[config.mk]
export PLATFORM = sky130hd
export DESIGN_NAME = tsl_ctrl
export DESIGN_NICKNAME = d
export VERILOG_FILES = /design/src/hdl/tsl_pkg.sv /design/src/hdl/tsl_ctrl.sv
export SDC_FILE = /design/constraint.sdc
export NUM_CORES = 1
export LEC_CHECK = 0
export BUFFER_PORTS_ARGS = -buffer_cell sky130_fd_sc_hd__buf_4
export CORE_AREA = 2 2 39 41
export DETAILED_ROUTE_END_ITERATION = 7
export DIE_AREA = 0 0 41 43
export PLACE_DENSITY = 0.59
export RECOVER_POWER = 25
export SLEW_MARGIN = 10
export SYNTH_ARGS = -nofsm -noshare
export SYNTH_HDL_FRONTEND = slang
export SYNTH_SLANG_ARGS = --single-unit
[constraint.sdc]
create_clock -name clk -period 1.55 [get_ports clk]
set_input_delay 0.0775 -clock clk [delete_from_list [all_inputs] [get_ports clk]]
set_output_delay 0.0775 -clock clk [all_outputs]
set_load 0.02 [all_outputs]
[src/hdl/tsl_pkg.sv]
// Package for the triplet softplus loss block: payload types, constants, softplus table.
// No dependencies.
package tsl_pkg;

	localparam int unsigned MaxTripletsDefault = 1024;
	localparam int unsigned MaxDimDefault = 4096;
	localparam logic [15:0] InvMarginReset = 16'd256;
	localparam logic [47:0] AccMax = {48{1'b1}};

	typedef struct packed {
		logic signed [15:0] anchor_value;
		logic signed [15:0] positive_value;
		logic signed [15:0] negative_value;
		logic               last_of_triplet;
		logic               last_of_batch;
	} in_item_t;

	typedef struct packed {
		logic [31:0] loss_first;
		logic [31:0] loss_second;
		logic [31:0] batch_loss;
		logic        batch_done;
	} out_item_t;

	// Commands from controller to datapath
	typedef struct packed {
		logic accum;     // add squares of accepted item
		logic arg_first; // compute arg for dn1
		logic arg_second;// compute arg for dn2
		logic sp_first;  // softplus of registered arg into loss_first
		logic sp_second; // softplus of registered arg into loss_second
		logic close;     // clear distance accumulators, add losses to total
		logic div_start; // load divider
		logic div_step;  // one quotient bit
		logic batch_clr; // clear total and count
	} tsl_cmd_t;

	typedef struct packed {
		logic div_done;
	} tsl_sts_t;

	// ln(1+e^-k) in Q0.16
	function automatic logic [15:0] corr_tab(input logic [4:0] k);
		logic [15:0] r;
		case (k)
			5'd0: r = 16'd45426;
			5'd1: r = 16'd20530;
			5'd2: r = 16'd8318;
			5'd3: r = 16'd3184;
			5'd4: r = 16'd1189;
			5'd5: r = 16'd440;
			5'd6: r = 16'd162;
			5'd7: r = 16'd60;
			5'd8: r = 16'd22;
			5'd9: r = 16'd8;
			5'd10: r = 16'd3;
			5'd11: r = 16'd1;
			default: r = 16'd0;
		endcase
		return r;
	endfunction

endpackage

[src/hdl/tsl_ctrl.sv]
// Controller: sequences accumulate, loss, batch-close and divide steps; owns handshakes.
// Depends on tsl_pkg.
module tsl_ctrl import tsl_pkg::*; (
	input  logic     clk,
	input  logic     arst_n,
	input  logic     in_valid,
	output logic     in_ready,
	input  logic     last_t,
	input  logic     last_b,
	output logic     out_valid,
	input  logic     out_ready,
	output logic     done_flag,
	output tsl_cmd_t cmd,
	input  tsl_sts_t sts
);
	typedef enum logic [2:0] {IDLE, ARG1, ARG2, SP2, CLOSE, DIV, DIVLD, FIN} state_t;
	state_t state_q;
	logic   batch_q;

	assign in_ready = (state_q == IDLE) && !out_valid;

	// Decode commands from state and the input handshake
	always_comb begin
		cmd = '0;
		cmd.accum = in_valid && in_ready;
		cmd.arg_first = (state_q == ARG1);
		cmd.arg_second = (state_q == ARG2);
		cmd.sp_first = (state_q == ARG2);
		cmd.sp_second = (state_q == SP2);
		cmd.close = (state_q == CLOSE);
		cmd.div_start = (state_q == DIVLD);
		cmd.div_step = (state_q == DIV) && !sts.div_done;
		cmd.batch_clr = (state_q == FIN);
	end

	always_ff @(posedge clk or negedge arst_n) begin
		if (!arst_n) begin
			state_q <= IDLE; batch_q <= 1'b0; out_valid <= 1'b0; done_flag <= 1'b0;
		end else begin
			if (out_valid && out_ready) out_valid <= 1'b0;
			case (state_q)
				IDLE: if (in_valid && in_ready && last_t) begin
					state_q <= ARG1; batch_q <= last_b;
				end
				ARG1: state_q <= ARG2;
				ARG2: state_q <= SP2;
				SP2: state_q <= CLOSE;
				CLOSE: if (batch_q) state_q <= DIVLD;
					else begin state_q <= IDLE; out_valid <= 1'b1; done_flag <= 1'b0; end
				DIVLD: state_q <= DIV;
				DIV: if (sts.div_done) state_q <= FIN;
				FIN: begin state_q <= IDLE; out_valid <= 1'b1; done_flag <= 1'b1; end
				default: state_q <= IDLE;
			endcase
		end
	end
endmodule

# Word level (Yosys, flattened, before mapping)
# Index checks and enable logic that the tools add are counted.
[word_totals]
register_bits = 6
input_bits = 7
out_inout_bits = 12
[op_classes]
n_eq_ne = 10
mux = 9
reduce_logical = 12
[op_table]
columns = ["cell", "n"]
rows = [
  ["$pmux 3 s8", 1],
  ["$eq 3x3->1 const B", 4],
  ["$mux 3", 3],
  ["$eq 3x2->1 const B", 2],
  ["$reduce_and 2->1", 3],
  ["$logic_and 1x1->1", 5],
  ["$ne 2x2->1 const B", 2],
  ["$pmux 1 s2", 2],
  ["$eq 3x1->1 const B", 1],
  ["$logic_not 3->1", 1],
  ["$mux 1", 3],
  ["$logic_not 1->1", 2],
  ["$ne 2x1->1 const B", 1],
  ["$reduce_bool 2->1", 1],
]

# Depth between registers and ports, before layout
# Gate-level depths: netlist of the first run.
[logic_depth]
word_depth = 6
depth_mapped = 4
depth_no_buf = 3

# Worst setup path before layout of the first run
# No wires, ideal clock.
[synth_timing]
kind = "register to output"
start = "register state_q[1]"
end = "output port cmd[8] (netlist name)"
t_arrival_ps = 1330
path_slack_ps = 142
path_stages_with_launch = 3
cell_sequence = "dfrtp_1 -> or3_4 -> nor3b_1"
[synth_lines]
columns = ["element", "line_no", "text"]
rows = [
  ["from (decl)", "tsl_ctrl.sv:17", "state_t state_q;"],
  ["from (signal assigned)", "tsl_ctrl.sv:38", "state_q <= IDLE; batch_q <= 1'b0; out_valid <= 1'b0; done_flag <= 1'b0;"],
  ["from (signal assigned)", "tsl_ctrl.sv:43", "state_q <= ARG1; batch_q <= last_b;"],
  ["from (signal assigned)", "tsl_ctrl.sv:45", "ARG1: state_q <= ARG2;"],
  ["to (decl)", "tsl_ctrl.sv:13", "output tsl_cmd_t cmd,"],
]

==> run metrics, run 1 <==
commonest cells after routing, fill and taps aside buf_4, dfrtp_1, nor2_1, and3_1, a21oi_1; Place WS 232 ps; chip height approximately 43 um; design area roughly 550 um^2; area grow syn2layout 50.2%; outcome completed; hold path startpoint out_ready; Hold Fails Final Rpt 0; gp weighted congestion 0.745; Std-Cell Rows 14; hpwl dp around 670 um; Peak VDD IR about 0.97 mV; Max transition margin 0.788; Mapped Cells 43; Clock Skew between 2 and 3 ps; reg2reg start state_q[0]; 1st-iter DRT viols 13; CORE AREA ~0.0014 mm^2; Mean Syn Cell Area roughly 8.6 um^2; final wirelength a little under 900 um; Routed WL per cell ~11 um; I/O pins 19; Congestion Overflow GR 0; worst slew pin tran between 300 and 400 ps; Max Fclk between 0.6 and 0.7 GHz; number of synthesized register bits 6; # port buffers 18; initial core utilization 0.267; Placed Area between 500 and 600 um^2; CTS sink count 6; Req. time, crit path 1470 ps; All-Layer GR Usage 0.116; final slew viol count 0; n_diodes 0; pin count of the biggest net entering global routing 16; total CTS buffers 3; Die Span X approximately 41 um; post-route insts no fill 80; Setup-failing EPs final 0; Via density 4.65; synth unique cells 22; hold slack 21.3 ps; clock latency at the later pin of the worst-skew pair roughly 240 ps; CTS H-tree lvls 1; Tcrit/Tclk final 0.953; clock buffer depth 2; first-pass GRT wire length 1.36 mm; Worst-path clk slew 50 ps; pwr/cell area 2210 mW/mm^2; CTS tree built; Max Cap Violations 0; leakage power ~0.28 nW; Fill cells approximately 140; Tmin final about 1500 ps; CP Capture Type primary output; critical path class reg -> out; sequential share of the synthesized area 0.407; PostCTS Resize Cnt 0; Post-CTS Setup Inserts 0; RSZ-0062 raised after global routing no; die footprint 0.00176 mm^2; initial antenna violation count 0; synthesized area approximately 370 um^2; DRT antenna net count 0; worst min path class in -> reg; type of origin of the critical path flip-flop; Finished Core Util 0.401; most common cell after layout, fill and taps aside buf_4; Nets 73; vias in the first global route 333; Pwr Total about 1.2 mW; critical path fanouts, max 3; setup TNS 0 ps; share of layout cells above drive strength 1 0.391; final worst slack between 70 and 80 ps; 1st-pass router iterations 2; crit path from state_q[0]; Ys Warns 0; drt drc 0; Worst Path Arrival 1400 ps; vias after detailed routing ~370; syn nets 50; Cells after DPL 76; root buffer cell clkbuf_4
[flip-flops by register name, indices dropped and copies added (netlist names)]
register   cells
batch_q        1
out_valid      1
done_flag      1
state_q        3
[per-layer routing]
metal	vias up	GRT usage	part of all wire	wire length, um
met2	12	0.153	0.44	392
li1	196	-	-	-
met3	0	0.0471	0.086	76
met4	0	0.0600	0	0
met5	-	0	0	0
met1	164	0.157	0.47	414
[synth_stat cells]
cell type  instances  area share
a211oi_1           1       0.020
a21oi_1            4       0.054
and3_1             4       0.068
and3b_1            1       0.024
buf_2              2       0.027
buf_4              1       0.020
clkbuf_1           1       0.010
dfrtp_1            6        0.41
inv_1              3       0.031
mux2_1             1       0.031
nand2b_1           2       0.034
nand3b_1           1       0.020
nor2_1             5       0.051
nor2_2             1       0.017
nor3_1             2       0.027
nor3b_1            1       0.020
o21ai_0            2       0.027
o21bai_1           1       0.020
o22ai_1            1       0.017
o31a_1             1       0.024
o31ai_1            1       0.020
or3_4              1       0.031
[path summary, 6_finish.rpt]
| kind | slack (ps) | end | depth (start not counted) |
|---|---|---|---|
| setup / recovery | 70 | cmd[8] | 3 |
| hold / removal | 20 | out_valid | 2 |
| setup reg to reg | 230 | batch_q | 3 |
| hold reg to reg | 570 | done_flag | 2 |
| max in group asynchronous | 1070 | state_q[2] | 2 |
| min in group asynchronous | 240 | out_valid | 2 |
[cell type report]
cell class                      instances  area (um^2)  share of cell area
Multi-Input combinational cell         30          186               0.336
Timing Repair Buffer                   22          164               0.296
Sequential cell                         6          150               0.271
Clock buffer                            3         22.5              0.0406
Tap cell                               16         20.0              0.0361
Inverter                                3         11.3              0.0203
[worst max-delay path, stage by stage (launching register included)]
cell	delay (ps)
dfrtp_1	370
or3_4	400
nor3b_1	210
buf_4	170
[kinds of logic (layout without fill, tap and decap cells)]
kind of cell,Yosys count,count (layout),synth area share
and+or+nand+nor,18,18,0.292
AOI/OAI and AO/OA,11,11,0.183
buffers and inverters,7,28,0.0881
DFF,6,6,0.407
muxes,1,1,0.0305
[what timing repair did]
item                                    in CTS  in global routing
endpoints found under the hold margin        6                  0
endpoints found under the setup margin       0                  0
hold buffers                                 1                  0
[report_power, final]
part	switching, mW	internal, mW
Combinational	0.438	0.349
Sequential	0.0605	0.234
Clock	0.0556	0.0875
Total	0.554	0.670
(Power assumes the default switching activity.)
==> run 2, diff against run 1 <==
- CTS_BUF_LIST: default -> sky130_fd_sc_hd__clkbuf_8
==> run 2 against run 1 <==
  * Die area did not move
  * Fmax rose by 1.2%
  * Global-route usage rose by 1.3 points
  * Clock-buffer cell count did not move
  * Combinational power barely moved
  * Non-clock buffer count did not move
  * Setup slack improved by 17 ps
  * First-iteration DRC count fell by 15%
  * Design area rose by 3.4%
  * Via count rose by 0.27%
  * Critical path type unchanged
  * Largest power group unchanged
  * Highest routed layer is now met4
==> run metrics, run 2 (synthesized netlist as in run 1, its figures left out) <==
leakage power around 0.29 nW; Std-Cell Rows 14; setup TNS 0 ps; vias after detailed routing roughly 370; Max transition margin 0.789; worst min path class in -> reg; root buffer cell clkbuf_8; Hold Fails Final Rpt 0; RSZ-0062 raised after global routing no; Max Fclk slightly below 0.7 GHz; Worst-path clk slew 40 ps; # port buffers 18; final wirelength roughly 920 um; area grow syn2layout 55.3%; type of origin of the critical path flip-flop; Largest register FFs 3; Die Span X around 40 um; Tmin final approximately 1500 ps; initial antenna violation count 0; pin count of the biggest net entering global routing 16; worst-case reg-to-reg path depth 3; PostCTS Resize Cnt 0; All-Layer GR Usage 0.129; clock latency at the later pin of the worst-skew pair around 230 ps; hold slack around 36 ps; critical path fanouts, max 3; outcome completed; pwr/cell area approximately 2300 mW/mm^2; I/O pins 19; flop-to-flop setup slack ~230 ps; Congestion Overflow GR 0; commonest cells after routing, fill and taps aside buf_4, dfrtp_1, nor2_1, and3_1, a21oi_1; Nets 73; Setup-failing EPs final 0; CP Capture Type primary output; DRT antenna net count 0; Via density between 4 and 5; hpwl dp between 600 and 700 um; critical path class reg -> out; CTS sink count 6; 1st-pass router iterations 4; gp weighted congestion about 0.75; clock buffer depth 2; Max Cap Violations 0; first-pass GRT wire length 1.40 mm; vias in the first global route 331; most common cell after layout, fill and taps aside buf_4; initial core utilization 0.267; Routed WL per cell roughly 12 um; CTS H-tree lvls 1; 1st-iter DRT viols 11; chip height around 43 um; Clock Skew 3.88 ps; Peak VDD IR between 0.8 and 0.9 mV; Worst Path Arrival around 1400 ps; CTS tree built; reg2reg start state_q[0]; drt drc 0; share of layout cells above drive strength 1 0.391; n_diodes 0; Tcrit/Tclk final 0.942; Cells after DPL 76; CP Capture Point cmd[8]; RR Endpoint batch_q; final slew viol count 0; post-route insts no fill 80; worst slew pin tran 317 ps; largest reg by FF count state_q; total CTS buffers 3; crit path from state_q[0]; Req. time, crit path about 1500 ps; CORE AREA ~0.0014 mm^2; die footprint 0.00176 mm^2
## run 2: cell counts in the layout (fill, tap and decap cells not counted)
No cell type changed its count.
## run 2: through the flow
step	util	total power, mW	setup WS (ps)	cell area [um^2]
floorplan	-	0.799	142	369
global placement	0.380	1.08	256	526
detailed placement	0.380	1.08	232	526
CTS	0.417	1.33	77.2	577
global route	0.414	1.41	31.9	573
finish	0.414	1.32	90.5	573
## run 2: layout make-up
class	instances	area, um^2
Inverter	3	11.3
Tap cell	16	20.0
Multi-Input combinational cell	30	186
Clock buffer	3	41.3
Sequential cell	6	150
Fill cell	138	811
Timing Repair Buffer	22	164
## run 2: metal layers
layer,GRT usage,vias to the layer above,wire (um)
met5,0,-,0
met3,0.0471,4,76
li1,-,195,-
met2,0.153,12,372
met1,0.161,162,434
met4,0.140,0,40
## run 2: worst min path at each step
stage	cells after the start	from	slack [ps]	endpoint
CTS	2	out_ready	30	out_valid
floorplan	0	arst_n	-220	batch_q
global placement	1	arst_n	-110	out_valid
global route	2	out_ready	50	out_valid
finish	2	out_ready	40	out_valid
detailed placement	1	arst_n	-110	out_valid
## run 2: worst max-delay path, cell delays in order, from the launching register on
cell     delay [ps]
dfrtp_1         370
or3_4           400
nor3b_1         210
buf_4           170
## run 2: power by group
part           total (mW)  switching [mW]  internal, mW
registers           0.293          0.0585         0.234
clock network       0.242          0.0741         0.167
logic               0.788           0.439         0.349
total                1.32           0.572         0.751
## run 2: what timing repair did
action,in CTS,in global routing
buffers inserted,0,0
endpoints found under the hold margin,6,0
hold buffers,1,0
==> run 3, diff against run 2 <==
- clock period: 1.55 -> 1.7 ns (I/O delays scaled with it)
==> run 3 against run 2 <==
  * Clock-buffer cell count is the same
  * Design area shrank 1.3%
  * Sequential share of layout area grew 0.35 points
  * Flip-flop and latch count is the same
  * Non-clock buffer count shrank 1
  * Sequential power shrank 2%
  * Via count shrank 0.27%
  * Power shrank 10%
  * Worst hold slack gained 5.4 ps
  * Die area is the same
  * Critical path type unchanged
  * Largest power group unchanged
==> run metrics, run 3 (synthesized netlist as in run 1, its figures left out) <==
outcome completed; I/O pins 19; final wirelength 912 um; hpwl dp roughly 660 um; Tcrit/Tclk final 0.907; Post-CTS Setup Inserts 0; CORE AREA ~0.0014 mm^2; type of origin of the critical path flip-flop; Nets between 70 and 80; most common cell after layout, fill and taps aside buf_4; DRT antenna net count 0; Max Cap Violations 0; initial core utilization 0.267; Peak VDD IR 0.757 mV; drt drc 0; worst min path class in -> reg; Place WS approximately 300 ps; Placed Area between 500 and 600 um^2; Clock Skew between 8 and 9 ps; commonest cells after routing, fill and taps aside buf_4, dfrtp_1, nor2_1, and3_1, a21oi_1; root buffer cell clkbuf_8; setup TNS 0 ps; Finished Core Util 0.409; total CTS buffers 3; PostCTS Resize Cnt 0; Std-Cell Rows 14; 1st-iter DRT viols 3; All-Layer GR Usage 0.128; critical path fanouts, max 11; pin count of the biggest net entering global routing 16; n_diodes 0; final slew viol count 0; initial antenna violation count 0; worst slew pin tran 342 ps; vias in the first global route ~340; final worst slack roughly 160 ps; share of layout cells above drive strength 1 0.381; gp weighted congestion 0.774; design area ~570 um^2; Max transition margin 0.772; Largest register FFs 3; die footprint 0.00176 mm^2; Tmin final around 1500 ps; Congestion Overflow GR 0; Via density 4.71; 1st-pass router iterations 4; CTS tree built; Routed WL per cell between 10 and 15 um; Fill cells ~150; largest reg by FF count state_q; Die Span X 41 um; Worst-path clk slew about 40 ps; area grow syn2layout 53.2%; Req. time, crit path between 1500 and 2000 ps; chip height 43 um; CP Capture Type primary output; RSZ-0062 raised after global routing no; CTS sink count 6; critical path class reg -> out; first-pass GRT wire length around 1.4 mm; CTS H-tree lvls 1; Setup-failing EPs final 0; Hold Fails Final Rpt 0; Max Fclk ~0.65 GHz; Worst Path Arrival 1460 ps; leakage power 0.285 nW; clock buffer depth 2; hold slack between 40 and 50 ps; # port buffers 18; Hold-fix buffers, CTS 1; pwr/cell area between 2000 and 2500 mW/mm^2; vias after detailed routing 372; clock latency at the later pin of the worst-skew pair ~230 ps
==> run 3: worst paths after layout <==
kind / end / depth (start not counted) / from / slack (ps)
min reg2reg: done_flag / 2 / done_flag / 550
max in group asynchronous: done_flag / 2 / arst_n / 1170
min in group asynchronous: out_valid / 2 / arst_n / 270
max reg2reg: batch_q / 3 / state_q[2] / 300
max: cmd[8] / 3 / state_q[2] / 160
min: out_valid / 2 / out_ready / 40
==> run 3: metal layers <==
| layer | track usage | vias up | part of all wire |
|---|---|---|---|
| met5 | 0 | - | 0 |
| met4 | 0.0800 | 0 | 0.012 |
| met3 | 0.0785 | 2 | 0.090 |
| met2 | 0.156 | 12 | 0.44 |
| met1 | 0.164 | 167 | 0.46 |
| li1 | - | 191 | - |
==> run 3: cell type report <==
cell class,instances,area [um^2],share of cell area
well taps,16,20.0,0.0354
multi-input cells,30,186,0.330
flip-flops and latches,6,150,0.265
repair buffers,21,156,0.277
clock buffers,3,41.3,0.0730
inverters,3,11.3,0.0199
==> run 3: metrics by stage <==
step	std cells	power, mW
3_3_place_gp	75	0.967
2_1_floorplan	43	0.729
4_1_cts	79	1.20
3_5_place_dp	75	0.971
6_report	79	1.18
5_1_grt	79	1.29
==> run 3: critical path, stage by stage (launching register included) <==
cell	delay [ps]
dfrtp_1	470
or3_4	380
nor3b_1	200
buf_4	170
==> run 3: where the power goes <==
group | switching (mW) | internal, mW | leakage, nW
registers | 0.0741 | 0.213 | 0.0758
clock network | 0.0655 | 0.153 | 0.0216
logic | 0.374 | 0.305 | 0.187
total | 0.514 | 0.671 | 0.285
